$ cat config.mk
export PLATFORM = sky130hd
export DESIGN_NAME = peer_signal_table_unit
export DESIGN_NICKNAME = d
export VERILOG_FILES = /design/src/rtl/pst_pkg.sv /design/src/rtl/pst_map.sv /design/src/rtl/pst_dp.sv /design/src/rtl/pst_ctrl.sv /design/src/rtl/peer_signal_table_unit.sv
export SDC_FILE = /design/constraint.sdc
export NUM_CORES = 2
export LEC_CHECK = 0
export ABC_AREA = 0
export BUFFER_PORTS_ARGS = -buffer_cell sky130_fd_sc_hd__buf_2
export CORE_ASPECT_RATIO = 0.6
export CORE_MARGIN = 2
export CORE_UTILIZATION = 60
export CTS_CLUSTER_DIAMETER = 40
export CTS_CLUSTER_SIZE = 8
export DETAILED_ROUTE_END_ITERATION = 10
export GPL_ROUTABILITY_DRIVEN = 1
export HOLD_SLACK_MARGIN = 0.02
export PLACE_DENSITY_LB_ADDON = 0.15
export RECOVER_POWER = 25
export SYNTH_ARGS = -nofsm -noshare
export SYNTH_HDL_FRONTEND = slang
export SYNTH_SLANG_ARGS = --single-unit
$ cat constraint.sdc
create_clock -name clk -period 25.2 [get_ports clk]
set_input_delay 2.52 -clock clk [delete_from_list [all_inputs] [get_ports clk]]
set_output_delay 2.52 -clock clk [all_outputs]
set_load 0.02 [all_outputs]
$ cat src/rtl/pst_pkg.sv
// Shared types, constants and helper functions for the peer signal table unit.
// Used by every module of the block; depends on nothing else.
package pst_pkg;

	localparam int TABLE_SLOTS = 16;
	localparam int MAP_ENTRIES = 1025;
	localparam int SLOT_W = (TABLE_SLOTS > 1) ? $clog2(TABLE_SLOTS) : 1;
	localparam int MAP_AW = (MAP_ENTRIES > 1) ? $clog2(MAP_ENTRIES) : 1;

	localparam int KIND_W = 2;
	localparam int ADDR_W = 16;
	localparam int ENERGY_W = 8;
	localparam int LIFE_W = 8;
	localparam int LEVEL_W = 9;
	localparam int PING_W = 7;
	localparam int SLOT_FIELD_W = 4;
	localparam int S_TDATA_W = 24;
	localparam int OUT_FIELDS_W = 25;
	localparam int M_TDATA_W = 32;
	localparam int CFG_IDX_W = 3;
	localparam int CFG_DATA_W = 9;

	localparam logic [ENERGY_W-1:0] ENERGY_MAX = '1;

	// Register indexes on the configuration channel.
	localparam logic [CFG_IDX_W-1:0] REG_ENABLE = CFG_IDX_W'(0);
	localparam logic [CFG_IDX_W-1:0] REG_TIMEOUT = CFG_IDX_W'(1);
	localparam logic [CFG_IDX_W-1:0] REG_HUG = CFG_IDX_W'(2);
	localparam logic [CFG_IDX_W-1:0] REG_CLOSE = CFG_IDX_W'(3);
	localparam logic [CFG_IDX_W-1:0] REG_SLOW = CFG_IDX_W'(4);
	localparam logic [CFG_IDX_W-1:0] REG_MID = CFG_IDX_W'(5);
	localparam logic [CFG_IDX_W-1:0] REG_FAST = CFG_IDX_W'(6);

	// Register values after reset.
	localparam logic ENABLE_RST = 1'b1;
	localparam logic [LIFE_W-1:0] TIMEOUT_RST = LIFE_W'(128);
	localparam logic [LEVEL_W-1:0] HUG_RST = LEVEL_W'(80);
	localparam logic [ENERGY_W-1:0] CLOSE_RST = ENERGY_W'(15);
	localparam logic [PING_W-1:0] SLOW_RST = PING_W'(64);
	localparam logic [PING_W-1:0] MID_RST = PING_W'(32);
	localparam logic [PING_W-1:0] FAST_RST = PING_W'(4);

	typedef enum logic [KIND_W-1:0] {
		KIND_PACKET = 2'd0,
		KIND_TICK = 2'd1,
		KIND_MARK = 2'd2
	} kind_t;

	typedef struct packed {
		logic start;
		logic pkt_step;
		logic tick_step;
		logic clr_step;
		logic commit;
	} pst_cmd_t;

	typedef struct packed {
		logic enable;
		logic idx_last;
		logic hit;
		logic clr_last;
		logic out_free;
	} pst_status_t;

	function automatic logic [SLOT_FIELD_W-1:0] slot_field(input logic [SLOT_W-1:0] idx);
		logic [SLOT_W+SLOT_FIELD_W-1:0] wide;
		wide = {{SLOT_FIELD_W{1'b0}}, idx};
		return wide[SLOT_FIELD_W-1:0];
	endfunction

	function automatic logic in_map(input logic [ADDR_W-1:0] addr);
		return ({1'b0, addr} < (ADDR_W+1)'(MAP_ENTRIES));
	endfunction

endpackage

$ cat src/rtl/pst_map.sv
// Contacted-peer map: one bit per address, one write and one read port.
// Depends on pst_pkg for its depth and address width.
module pst_map (
	input  logic                      clk,
	input  logic                      wr_en,
	input  logic [pst_pkg::MAP_AW-1:0] wr_addr,
	input  logic                      wr_data,
	input  logic                      rd_en,
	input  logic [pst_pkg::MAP_AW-1:0] rd_addr,
	output logic                      rd_data
);

	logic mem_q [pst_pkg::MAP_ENTRIES];
	logic rd_data_q;

	always_ff @(posedge clk) begin
		if (wr_en) begin
			mem_q[wr_addr] <= wr_data;
		end
	end

	always_ff @(posedge clk) begin
		if (rd_en) begin
			rd_data_q <= mem_q[rd_addr];
		end
	end

	assign rd_data = rd_data_q;

endmodule

$ cat src/rtl/pst_dp.sv
// Datapath of the peer signal table: configuration, slot table, scan unit,
// tick accumulators and the output register. Depends on pst_pkg.
module pst_dp (
	input  logic                            clk,
	input  logic                            arst_n,
	input  pst_pkg::pst_cmd_t               cmd,
	output pst_pkg::pst_status_t            st,
	input  logic [pst_pkg::S_TDATA_W-1:0]   s_tdata,
	input  logic [pst_pkg::KIND_W-1:0]      s_tuser,
	input  logic                            cfg_wr,
	input  logic [pst_pkg::CFG_IDX_W-1:0]   cfg_index,
	input  logic [pst_pkg::CFG_DATA_W-1:0]  cfg_data,
	output logic                            m_tvalid,
	input  logic                            m_tready,
	output logic [pst_pkg::M_TDATA_W-1:0]   m_tdata,
	output logic                            map_wr_en,
	output logic [pst_pkg::MAP_AW-1:0]      map_wr_addr,
	output logic                            map_wr_data,
	output logic                            map_rd_en,
	output logic [pst_pkg::MAP_AW-1:0]      map_rd_addr,
	input  logic                            map_rd_data
);

	// Configuration registers.
	logic                              enable_q;
	logic [pst_pkg::LIFE_W-1:0]        timeout_q;
	logic [pst_pkg::LEVEL_W-1:0]       hug_level_q;
	logic [pst_pkg::ENERGY_W-1:0]      close_level_q;
	logic [pst_pkg::PING_W-1:0]        slow_q;
	logic [pst_pkg::PING_W-1:0]        mid_q;
	logic [pst_pkg::PING_W-1:0]        fast_q;

	// Slot table.
	logic [pst_pkg::ADDR_W-1:0]        tab_addr_q   [pst_pkg::TABLE_SLOTS];
	logic [pst_pkg::LIFE_W-1:0]        tab_life_q   [pst_pkg::TABLE_SLOTS];
	logic [pst_pkg::ENERGY_W-1:0]      tab_enow_q   [pst_pkg::TABLE_SLOTS];
	logic [pst_pkg::ENERGY_W-1:0]      tab_ebef_q   [pst_pkg::TABLE_SLOTS];

	// Current item.
	pst_pkg::kind_t                    kind_q;
	logic [pst_pkg::ADDR_W-1:0]        addr_q;
	logic [pst_pkg::ENERGY_W-1:0]      energy_q;

	// Scan state.
	logic [pst_pkg::SLOT_W-1:0]        idx_q;
	logic                              found_q;
	logic [pst_pkg::SLOT_W-1:0]        pick_q;
	logic [pst_pkg::ENERGY_W-1:0]      pick_e_q;
	logic [pst_pkg::ENERGY_W-1:0]      min_e_q;
	logic [pst_pkg::SLOT_W-1:0]        min_i_q;
	logic                              live_q;
	logic                              close_q;
	logic                              um_live_q;
	logic                              um_close_q;
	logic                              hug_q;
	logic [pst_pkg::ADDR_W-1:0]        hug_a_q;
	logic [pst_pkg::PING_W-1:0]        ping_q;
	logic [pst_pkg::MAP_AW-1:0]        clr_q;

	// Tick pipeline stage, waiting for the map read.
	logic                              v_s1;
	logic                              life_nz_s1;
	logic                              inmap_s1;
	logic [pst_pkg::ENERGY_W-1:0]      enow_s1;

	logic                              m_tvalid_q;
	logic [pst_pkg::M_TDATA_W-1:0]     m_tdata_q;

	// Current slot and derived terms.
	logic [pst_pkg::ADDR_W-1:0]        cur_addr;
	logic [pst_pkg::LIFE_W-1:0]        cur_life;
	logic [pst_pkg::ENERGY_W-1:0]      cur_enow;
	logic [pst_pkg::ENERGY_W-1:0]      cur_ebef;
	logic                              cur_match;
	logic                              cur_free;
	logic [pst_pkg::LEVEL_W-1:0]       cur_sum;
	logic                              table_clear;
	logic                              pkt_ok;
	logic                              tick_ok;
	logic                              mark_ok;
	logic                              pkt_take;
	logic [pst_pkg::SLOT_W-1:0]        pick_sel;
	logic [pst_pkg::ENERGY_W-1:0]      pick_e_sel;
	logic [pst_pkg::PING_W-1:0]        ping_inc;
	logic                              ping_due;
	logic                              marked_s1;
	logic [pst_pkg::OUT_FIELDS_W-1:0]  res_fields;

	assign cur_addr  = tab_addr_q[idx_q];
	assign cur_life  = tab_life_q[idx_q];
	assign cur_enow  = tab_enow_q[idx_q];
	assign cur_ebef  = tab_ebef_q[idx_q];
	assign cur_match = (cur_addr == addr_q);
	assign cur_free  = (cur_life == '0);
	assign cur_sum   = {1'b0, cur_enow} + {1'b0, cur_ebef};

	assign table_clear = cfg_wr && (cfg_index == pst_pkg::REG_ENABLE) && cfg_data[0];

	assign pkt_ok  = enable_q && (kind_q == pst_pkg::KIND_PACKET);
	assign tick_ok = enable_q && (kind_q == pst_pkg::KIND_TICK);
	assign mark_ok = (kind_q == pst_pkg::KIND_MARK) && pst_pkg::in_map(addr_q);

	// Without a match or a free slot, min_e_q is the energy of the eviction victim.
	assign pkt_take   = pkt_ok && (found_q || (energy_q > min_e_q));
	assign pick_sel   = found_q ? pick_q : min_i_q;
	assign pick_e_sel = found_q ? pick_e_q : min_e_q;

	assign ping_inc = ping_q + 1'b1;
	assign ping_due = (ping_inc > slow_q) || (live_q && (ping_inc > mid_q)) ||
		(close_q && (ping_inc > fast_q));

	// An address beyond the map counts as already contacted.
	assign marked_s1 = !inmap_s1 || map_rd_data;

	always_ff @(posedge clk or negedge arst_n) begin
		if (!arst_n) begin
			enable_q      <= pst_pkg::ENABLE_RST;
			timeout_q     <= pst_pkg::TIMEOUT_RST;
			hug_level_q   <= pst_pkg::HUG_RST;
			close_level_q <= pst_pkg::CLOSE_RST;
			slow_q        <= pst_pkg::SLOW_RST;
			mid_q         <= pst_pkg::MID_RST;
			fast_q        <= pst_pkg::FAST_RST;
		end else if (cfg_wr) begin
			unique case (cfg_index)
				pst_pkg::REG_ENABLE:  enable_q      <= cfg_data[0];
				pst_pkg::REG_TIMEOUT: timeout_q     <= cfg_data[pst_pkg::LIFE_W-1:0];
				pst_pkg::REG_HUG:     hug_level_q   <= cfg_data[pst_pkg::LEVEL_W-1:0];
				pst_pkg::REG_CLOSE:   close_level_q <= cfg_data[pst_pkg::ENERGY_W-1:0];
				pst_pkg::REG_SLOW:    slow_q        <= cfg_data[pst_pkg::PING_W-1:0];
				pst_pkg::REG_MID:     mid_q         <= cfg_data[pst_pkg::PING_W-1:0];
				pst_pkg::REG_FAST:    fast_q        <= cfg_data[pst_pkg::PING_W-1:0];
				default: ;
			endcase
		end
	end

	always_ff @(posedge clk or negedge arst_n) begin
		if (!arst_n) begin
			for (int i = 0; i < pst_pkg::TABLE_SLOTS; i++) begin
				tab_addr_q[i] <= '0;
				tab_life_q[i] <= '0;
				tab_enow_q[i] <= '0;
				tab_ebef_q[i] <= '0;
			end
		end else if (table_clear) begin
			for (int i = 0; i < pst_pkg::TABLE_SLOTS; i++) begin
				tab_addr_q[i] <= '0;
				tab_life_q[i] <= '0;
				tab_enow_q[i] <= '0;
				tab_ebef_q[i] <= '0;
			end
		end else begin
			if (cmd.tick_step && !cur_free) begin
				tab_life_q[idx_q] <= cur_life - 1'b1;
			end
			if (cmd.commit && pkt_take) begin
				tab_life_q[pick_sel] <= timeout_q;
				tab_addr_q[pick_sel] <= addr_q;
				tab_ebef_q[pick_sel] <= pick_e_sel;
				tab_enow_q[pick_sel] <= energy_q;
			end
		end
	end

	always_ff @(posedge clk) begin
		if (cmd.start) begin
			kind_q   <= pst_pkg::kind_t'(s_tuser);
			addr_q   <= s_tdata[pst_pkg::ADDR_W-1:0];
			energy_q <= s_tdata[pst_pkg::ADDR_W +: pst_pkg::ENERGY_W];
		end
		if (cmd.tick_step) begin
			life_nz_s1 <= !cur_free;
			inmap_s1   <= pst_pkg::in_map(cur_addr);
			enow_s1    <= cur_enow;
		end
	end

	always_ff @(posedge clk or negedge arst_n) begin
		if (!arst_n) begin
			idx_q      <= '0;
			found_q    <= 1'b0;
			pick_q     <= '0;
			pick_e_q   <= '0;
			min_e_q    <= pst_pkg::ENERGY_MAX;
			min_i_q    <= '0;
			live_q     <= 1'b0;
			close_q    <= 1'b0;
			um_live_q  <= 1'b0;
			um_close_q <= 1'b0;
			hug_q      <= 1'b0;
			hug_a_q    <= '0;
			ping_q     <= '0;
			clr_q      <= '0;
			v_s1       <= 1'b0;
		end else begin
			v_s1 <= cmd.tick_step;
			if (cmd.clr_step) begin
				clr_q <= clr_q + 1'b1;
			end
			if (cmd.start) begin
				idx_q      <= '0;
				found_q    <= 1'b0;
				min_e_q    <= pst_pkg::ENERGY_MAX;
				min_i_q    <= '0;
				live_q     <= 1'b0;
				close_q    <= 1'b0;
				um_live_q  <= 1'b0;
				um_close_q <= 1'b0;
				hug_q      <= 1'b0;
				hug_a_q    <= '0;
			end
			if (cmd.pkt_step) begin
				idx_q <= idx_q + 1'b1;
				if (cur_match || cur_free) begin
					// A free slot has its history dropped before it is taken.
					found_q  <= 1'b1;
					pick_q   <= idx_q;
					pick_e_q <= cur_match ? cur_enow : '0;
				end else if (cur_enow < min_e_q) begin
					min_e_q <= cur_enow;
					min_i_q <= idx_q;
				end
			end
			if (cmd.tick_step) begin
				idx_q <= idx_q + 1'b1;
				if (!hug_q && (cur_addr != '0) && (cur_sum > hug_level_q)) begin
					hug_q   <= 1'b1;
					hug_a_q <= cur_addr;
				end
			end
			if (v_s1 && life_nz_s1) begin
				live_q <= 1'b1;
				if (!marked_s1) begin
					um_live_q <= 1'b1;
				end
				if (enow_s1 > close_level_q) begin
					close_q <= 1'b1;
					if (!marked_s1) begin
						um_close_q <= 1'b1;
					end
				end
			end
			if (cmd.commit && tick_ok) begin
				ping_q <= ping_due ? '0 : ping_inc;
			end
		end
	end

	assign res_fields = {
		tick_ok ? hug_a_q : {pst_pkg::ADDR_W{1'b0}},
		tick_ok && hug_q,
		tick_ok && um_close_q,
		tick_ok && um_live_q,
		tick_ok && ping_due,
		pkt_take ? pst_pkg::slot_field(pick_sel) : {pst_pkg::SLOT_FIELD_W{1'b0}},
		pkt_take
	};

	always_ff @(posedge clk or negedge arst_n) begin
		if (!arst_n) begin
			m_tvalid_q <= 1'b0;
		end else if (cmd.commit) begin
			m_tvalid_q <= 1'b1;
		end else if (m_tready) begin
			m_tvalid_q <= 1'b0;
		end
	end

	always_ff @(posedge clk) begin
		if (cmd.commit) begin
			m_tdata_q <= {{(pst_pkg::M_TDATA_W - pst_pkg::OUT_FIELDS_W){1'b0}}, res_fields};
		end
	end

	assign m_tvalid = m_tvalid_q;
	assign m_tdata  = m_tdata_q;

	assign map_wr_en   = cmd.clr_step || (cmd.commit && mark_ok);
	assign map_wr_addr = cmd.clr_step ? clr_q : addr_q[pst_pkg::MAP_AW-1:0];
	assign map_wr_data = !cmd.clr_step;
	assign map_rd_en   = cmd.tick_step;
	assign map_rd_addr = cur_addr[pst_pkg::MAP_AW-1:0];

	assign st.enable   = enable_q;
	assign st.idx_last = (idx_q == pst_pkg::SLOT_W'(pst_pkg::TABLE_SLOTS - 1));
	assign st.hit      = cur_match || cur_free;
	assign st.clr_last = (clr_q == pst_pkg::MAP_AW'(pst_pkg::MAP_ENTRIES - 1));
	assign st.out_free = !m_tvalid_q || m_tready;

endmodule

$ cat src/rtl/pst_ctrl.sv
// Controller of the peer signal table: sequences the map clearing pass,
// the packet and tick scans and the hand-over of each result. Depends on pst_pkg.
module pst_ctrl (
	input  logic                        clk,
	input  logic                        arst_n,
	input  logic                        s_tvalid,
	output logic                        s_tready,
	input  logic [pst_pkg::KIND_W-1:0]  s_tuser,
	input  pst_pkg::pst_status_t        st,
	output pst_pkg::pst_cmd_t           cmd
);

	typedef enum logic [2:0] {
		ST_CLEAR,
		ST_IDLE,
		ST_PSCAN,
		ST_TSCAN,
		ST_TDRAIN,
		ST_RESULT
	} state_t;

	state_t state_q;

	always_ff @(posedge clk or negedge arst_n) begin
		if (!arst_n) begin
			state_q <= ST_CLEAR;
		end else begin
			unique case (state_q)
				ST_CLEAR: begin
					if (st.clr_last) begin
						state_q <= ST_IDLE;
					end
				end
				ST_IDLE: begin
					if (s_tvalid) begin
						if (!st.enable) begin
							state_q <= ST_RESULT;
						end else begin
							unique case (s_tuser)
								pst_pkg::KIND_PACKET: state_q <= ST_PSCAN;
								pst_pkg::KIND_TICK:   state_q <= ST_TSCAN;
								default:              state_q <= ST_RESULT;
							endcase
						end
					end
				end
				ST_PSCAN: begin
					if (st.hit || st.idx_last) begin
						state_q <= ST_RESULT;
					end
				end
				ST_TSCAN: begin
					if (st.idx_last) begin
						state_q <= ST_TDRAIN;
					end
				end
				// The last slot's map bit arrives here.
				ST_TDRAIN: state_q <= ST_RESULT;
				ST_RESULT: begin
					if (st.out_free) begin
						state_q <= ST_IDLE;
					end
				end
				default: state_q <= ST_CLEAR;
			endcase
		end
	end

	always_comb begin
		cmd = '0;
		unique case (state_q)
			ST_CLEAR:  cmd.clr_step  = 1'b1;
			ST_IDLE:   cmd.start     = s_tvalid;
			ST_PSCAN:  cmd.pkt_step  = 1'b1;
			ST_TSCAN:  cmd.tick_step = 1'b1;
			ST_TDRAIN: ;
			ST_RESULT: cmd.commit    = st.out_free;
			default: ;
		endcase
	end

	assign s_tready = (state_q == ST_IDLE);

endmodule

$ cat src/rtl/peer_signal_table_unit.sv
// Top level of the peer signal table unit.
// Instantiates pst_ctrl, pst_dp and pst_map; depends on pst_pkg.
//
// Input words arrive on s_tvalid/s_tready: s_tuser carries the kind (packet,
// tick or mark) and s_tdata the peer address and energy. Every input word
// yields exactly one output word on m_tvalid/m_tready.
// Registers are written on cfg_valid/cfg_ready (always ready) with cfg_index
// and cfg_data; the user must see that they are written only while the block
// is idle, which the block itself does not enforce. Writing 1 to enable
// clears the slot table. A packet scans the slots one a cycle until a match
// or a free slot turns up. A tick scans every slot, one a cycle, with the
// contacted-map read pipelined one stage behind. Marks, disabled items and
// unused kinds go straight from idle to the result state. One item is in
// work at a time.
// After reset the contacted map is cleared one entry a cycle, all MAP_ENTRIES
// (1025) entries, during which no input word is taken; configuration writes
// are taken throughout.
// A finished word waits in the output register while the next input word is
// accepted and worked on; that item then holds until the receiver takes it.
module peer_signal_table_unit (
	input  logic                            clk,
	input  logic                            arst_n,
	input  logic                            s_tvalid,
	output logic                            s_tready,
	input  logic [pst_pkg::S_TDATA_W-1:0]   s_tdata,  // peer_addr[15:0], energy[23:16]
	input  logic [pst_pkg::KIND_W-1:0]      s_tuser,  // kind[1:0]
	output logic                            m_tvalid,
	input  logic                            m_tready,
	// accepted[0], slot[4:1], ping_due[5], unmarked_in_range[6],
	// unmarked_close[7], hug_found[8], hug_addr[24:9], zeros above
	output logic [pst_pkg::M_TDATA_W-1:0]   m_tdata,
	input  logic                            cfg_valid,
	output logic                            cfg_ready,
	input  logic [pst_pkg::CFG_IDX_W-1:0]   cfg_index,
	input  logic [pst_pkg::CFG_DATA_W-1:0]  cfg_data
);

	pst_pkg::pst_cmd_t            cmd;
	pst_pkg::pst_status_t         st;
	logic                         map_wr_en;
	logic [pst_pkg::MAP_AW-1:0]   map_wr_addr;
	logic                         map_wr_data;
	logic                         map_rd_en;
	logic [pst_pkg::MAP_AW-1:0]   map_rd_addr;
	logic                         map_rd_data;

	assign cfg_ready = 1'b1;

	pst_ctrl u_ctrl (
		.clk      (clk),
		.arst_n   (arst_n),
		.s_tvalid (s_tvalid),
		.s_tready (s_tready),
		.s_tuser  (s_tuser),
		.st       (st),
		.cmd      (cmd)
	);

	pst_dp u_dp (
		.clk         (clk),
		.arst_n      (arst_n),
		.cmd         (cmd),
		.st          (st),
		.s_tdata     (s_tdata),
		.s_tuser     (s_tuser),
		.cfg_wr      (cfg_valid && cfg_ready),
		.cfg_index   (cfg_index),
		.cfg_data    (cfg_data),
		.m_tvalid    (m_tvalid),
		.m_tready    (m_tready),
		.m_tdata     (m_tdata),
		.map_wr_en   (map_wr_en),
		.map_wr_addr (map_wr_addr),
		.map_wr_data (map_wr_data),
		.map_rd_en   (map_rd_en),
		.map_rd_addr (map_rd_addr),
		.map_rd_data (map_rd_data)
	);

	pst_map u_map (
		.clk     (clk),
		.wr_en   (map_wr_en),
		.wr_addr (map_wr_addr),
		.wr_data (map_wr_data),
		.rd_en   (map_rd_en),
		.rd_addr (map_rd_addr),
		.rd_data (map_rd_data)
	);

endmodule

Word level (Yosys, flattened, before mapping) --
Memories as Yosys holds them, arrays and structs flattened. A register that Yosys moved wholly into a read port is not among the register bits. Cells that the tools add are included.
Storage, ports and cells: RAM bits 1025, word-level logic and storage cells 280, register bits 821, bits of input ports 43, output and inout bits 35, memories 1
Operators by class: add/sub/neg operators 5, magnitude comparators 13, muxes and demuxes 87, reduce and logical (&&, ||, !) cells 53, equality and inequality tests 22, bitwise logic cells 2
Memories:
- u_map.mem_q | words 1025, width 1, rd ports 1, clocked after Yosys merged registers in 1, wr ports 1, RTL line pst_map.sv:13 | logic mem_q [pst_pkg::MAP_ENTRIES];
Operators by type and width (count):
- $mux 128 | 8
- $bwmux 128 | 4
- $mux 256 | 2
- $bwmux 256 | 1
- $mux 8 | 14
- $bmux 8 s4 | 3
- $mux 16 | 6
- $bmux 16 s4 | 1
- $demux 16 s4 | 1
- $demux 8 s4 | 2
- $lt 16x11->1 const B | 2
- $mux 4 | 8
- $mux 1 | 27
- $gt 7x7->1 | 3
- $logic_and 1x1->1 | 21
- $mux 3 | 6
- $pmux 3 s6 | 1
- $eq 16x16->1 | 1
- $gt 8x8->1 | 2
- $reduce_and 2->1 | 8
- $reduce_bool 16->1 | 1
- $eq 3x3->1 const B | 5
- $eq 3x2->1 const B | 4
- $add 11x1->11 const B | 1
- 27 further kinds | 50

Depth between registers and ports, before layout --
depth after elaboration 12, mapped depth 29, gate-level depth less buffers 18

By module --
A second synthesis with hierarchy kept.
Second synthesis, totals: cell total of the unflattened synthesis 7125, area, all modules 85949.9 um^2
Modules (own cells, without submodules):
- pst_map | seq. area each 30809.5 um^2, area each 44540.2 um^2, times used 1, cells an instance 3098
- pst_dp | seq. area each 20798.7 um^2, area each 41125.7 um^2, times used 1, cells an instance 3997
- pst_ctrl | seq. area each 75.1 um^2, area each 272.8 um^2, times used 1, cells an instance 28
- peer_signal_table_unit | seq. area each 0.0 um^2, area each 11.3 um^2, times used 1, cells an instance 2

Worst setup path after synthesis --
OpenSTA, ideal clock, no wires.
path type register to register, start reg u_ctrl.state_q[1], end mem u_map.mem_q[119], enable pin, path buffers 3, path slack 3.592 ns, library setup time 0.254 ns, clock period less this slack 21.608 ns, stages on the path, launching flop included 9, arrival 21.354 ns, required time 24.946 ns, cells stage by stage dfrtp_1 -> nor3_1 -> clkinv_1 -> clkbuf_1 -> o21ai_0 -> nand3_1 -> clkbuf_1 -> clkbuf_1 -> nor2_1
On the way: longest elaborated chain between the ends 6, elaborated cells on any way between the ends 9, those cells by class 1 x eq/ne; 5 x mux; 3 x reduce/logical
RTL lines:
- from (decl) | RTL line pst_ctrl.sv:22 | state_t state_q;
- from (signal assigned) | RTL line pst_ctrl.sv:26 | state_q <= ST_CLEAR;
- from (signal assigned) | RTL line pst_ctrl.sv:31 | state_q <= ST_IDLE;
- from (signal assigned) | RTL line pst_ctrl.sv:37 | state_q <= ST_RESULT;
- $eq 3x3->1 | RTL line pst_ctrl.sv:71 | unique case (state_q)
- $mux 1 | RTL line pst_ctrl.sv:71
- $logic_and 1x1->1 | RTL line pst_dp.sv:279 | assign map_wr_en = cmd.clr_step || (cmd.commit && mark_ok);
- $logic_or 1x1->1 | RTL line pst_dp.sv:279
- $mux 1 | RTL line pst_map.sv:17 | if (wr_en) begin
- $mux 1 (not written as such) | RTL line pst_map.sv:18 | mem_q[wr_addr] <= wr_data;
- to (decl) | RTL line pst_map.sv:13
Parallel ways exist; a longest one is shown, timed or not.

Worst setup path after layout --
start reg u_ctrl.state_q[0], end mem u_map.mem_q[214], enable pin
The elaborated chain is that of the path after synthesis.

==> results.yml <==
clock_network:
  cts_buffers: 284
  clock-sinks: 1847
  cts_setup_buffers: 0
  cts_root_buffer: "clkbuf_16"
  path_clk_slew_ns: 0.05
  post_cts_resized: 0
  cts_tree: "yes"
  clkLatencyLatePin_ns: 0.92
  cts_buffer_depth: 4
  h-tree-depth: 5
  postCtsHoldBufs: 0
power_and_ir_drop:
  p_sw_uw: 3190
  ir_drop_uv: 88.1
  seqPwrFrac: 0.393
  power_uw: 9510
  p_per_area_nw_per_um2: 99.0
  p_int_uw: 6320
  power_leakage_uw: 0.0351
  power_frac_comb: 0.255
  clockPowerShare: 0.352
  switching_share: 0.335
placed_design:
  globalplace.congestion: 0.986
  dp.cells: 9458
  io_buffers: 69
  place_area_um2: 88600
  hpwl_um: 161000
floorplan:
  initial_core_util: 0.604
  dieArea_um2: 148000
  die_x_um: 496
  num_io_pins: 78
  die_h_um: 299
  coreArea_um2: 144000
  rows: 108
worst_setup_path:
  cp_slowest_cell: "clkinvlp_2"
  crit_chain: "nor3_1 > clkbuf_1 > clkinvlp_2 > o31ai_1 > and2_1 > nand2_1 > buf_4 > nor2_1"
  cp_data_required_time_ns: 25.77
  arrival_ns: 12.08
  endpoint_kind: "flop"
  crit_type: "flop to flop"
  path_delay_family: "buffers and inverters"
  crit_buf_inv: 3
  critPathLaunchType: "flop"
  cpPeakStageDelay_ns: 4.53
  critPathMaxFanout: 173
sta:
  fin_setup_tns_ns: 0
  worst_slew_pin_slew_ns: 5.22
  setup_viol: 0
  grt_setup_unrepaired: "no"
  report.final.slew_viol_count: 794
  final.period_utilization: 0.457
  skew_ns: 0.0649
  maxSlewHeadroom: -2.48
  hold_viol: 0
  finalCriticalPeriod_ns: 11.51
  max_freq_ghz: 0.0869
grt:
  grt_pass1_vias: 61500
  grtUsageTotal: 0.367
  antenna_found_initial: 6
  grt_pass1_wl_um: 404000
  grt_overflow: 0
  grt_max_degree: 303
drt:
  firstDrtPassIters: 6
  antenna_left: 0
  drt_iter0_drc: 11400
  vias: 65700
  vias_per_cell: 6.68
  route.detailed.drc: 0
  wl_um: 274000
  wl_per_cell_um: 27.9
status:
  status: "finished with violations"
  violations: "capacitance limit, slew limit"
finish:
  drive_gt1_frac: 0.111
  regArea_um2: 51700
  area_growth_pct: 10.4
  final_util: 0.666
  stdcell_count: 9835
  multi_input_area_um2: 32500
  fillerInstances: 10800
  layout.nets: 7932
  final_area_um2: 96100
yosys:
  synth.top_cell.area_share: 0.375
  yosysMostFrequentCell: "nor2_1"
  synth_warnings: 0
  synth-seq-cells: 1847
  synth_edf_count: 1087
  ys.flop_type: "edfxtp_1"
  async_flop_share: 0.411
  synthTopCellsByCount: "nor2_1 (1766), nand2_1 (1099), edfxtp_1 (1087), dfrtp_1 (741), mux2i_1 (554)"
  syn_area_per_cell_um2: 10.9
  synth_cell_types: 84
  synth_largest_area_cell: "edfxtp_1"
  synth-seq-area-share: 0.593
  synth_cells: 8015
  syn_area_um2: 87100
  ys_top_cells_by_area: "edfxtp_1 (37%), dfrtp_1 (21%), nor2_1 (7.6%)"
min_path:
  hold_path.class: "flop to flop"
flow_run:
  drv_cap: 15
logic make-up after synthesis:
logic type / synth area share
adders and majority gates: 0.0101
muxes: 0.119
buffers and inverters: 0.0384
other: 0.0000862
and+or+nand+nor: 0.168
DFF: 0.593
AOI/OAI and AO/OA: 0.0662
xor gates and xnor gates: 0.00429
path summary, 6_finish.rpt:
check / end / slack, ns / cells after the start / start
max in group asynchronous: u_dp.tab_life_q[38]$_DFF_PN0_ / 14.77 / 4 / arst_n
min: u_dp.pick_e_q[2]$_DFFE_PN0P_ / 0.49 / 2 / u_dp.pick_e_q[2]$_DFFE_PN0P_
min in group asynchronous: u_dp.tab_enow_q[65]$_DFFE_PN0P_ / 3.54 / 1 / arst_n
min reg2reg: u_dp.pick_e_q[2]$_DFFE_PN0P_ / 0.49 / 2 / u_dp.pick_e_q[2]$_DFFE_PN0P_
max: u_map.mem_q[214]$_DFFE_PP_ / 13.69 / 8 / u_ctrl.state_q[0]$_DFFE_PN0P_
max reg2reg: u_map.mem_q[214]$_DFFE_PP_ / 13.69 / 8 / u_ctrl.state_q[0]$_DFFE_PN0P_
through the flow:
stage                     hold slack, ns  setup WS, ns
after floorplan                    0.443          3.59
after global placement             0.462         17.55
after detailed placement           0.472         17.55
after CTS                          0.484         17.52
after global routing               0.520         12.99
final                              0.491         13.69
state kept, by name, summed over array words and instances (netlist names), 8 cells and up:
register	cells
u_dp.tab_enow_q	128
u_dp.energy_q	8
u_dp.tab_addr_q	256
u_dp.addr_q	16
u_map.mem_q	1025
u_dp.tab_ebef_q	128
u_dp.tab_life_q	128
u_dp.m_tdata	25
u_dp.pick_e_q	8
u_dp.min_e_q	8
u_dp.hug_a_q	16
u_dp.close_level_q	8
u_dp.hug_level_q	9
u_dp.timeout_q	8
u_dp.enow_s1	8
u_dp.clr_q	11
cells in the final DEF (no fill, tap or decap), types with 28 or more instances in the layout:
cell	instances
o21ai_0	281
a211oi_1	33
xnor2_1	28
edfxtp_1	1087
buf_2	60
nand2_1	1072
a21oi_1	198
mux2_2	50
ha_1	69
mux2i_1	554
nor3_1	67
dfrtp_1	738
nand3_1	279
inv_1	84
clkbuf_16	289
mux4_2	190
nand4_1	63
clkbuf_1	93
a31oi_1	82
nor2_1	1745
buf_4	149
or3_1	87
a32oi_1	52
a211o_1	49
and3_1	68
cell type report:
class                           count  share of cell area
Antenna cell                        3           0.0000781
Timing Repair Buffer              235              0.0163
Sequential cell                  1847               0.538
Multi-Input combinational cell   5364               0.338
Inverter                           87             0.00341
Clock buffer                      363              0.0785
Tap cell                         1925              0.0251
Clock inverter                     11            0.000742
metal layers:
metal  track usage  vias to the layer above  wire [µm]
met3         0.139                      606      45600
met1         0.571                    32600     112000
met5             0                        -          0
met2         0.477                     4887     110000
li1              -                    27600          -
met4         0.104                        0       7370
worst register-to-register path: stages (launching register included):
cell and delay, ns:
dfrtp_1 0.63, nor3_1 0.41, clkbuf_1 1.07, clkinvlp_2 4.55, o31ai_1 2.44, and2_1 0.61, nand2_1 0.76, buf_4 0.52
nor2_1 0.19
power by group through the flow:
stage	Clock, µW	Combinational, µW	Sequential (µW)
floorplan	0	1560	3970
global placement	0	2290	3760
detailed placement	0	2320	3760
CTS	3360	2340	3710
global route	3500	2550	3750
finish	3350	2420	3740
No activity file was read; power rests on OpenSTA's default activity.
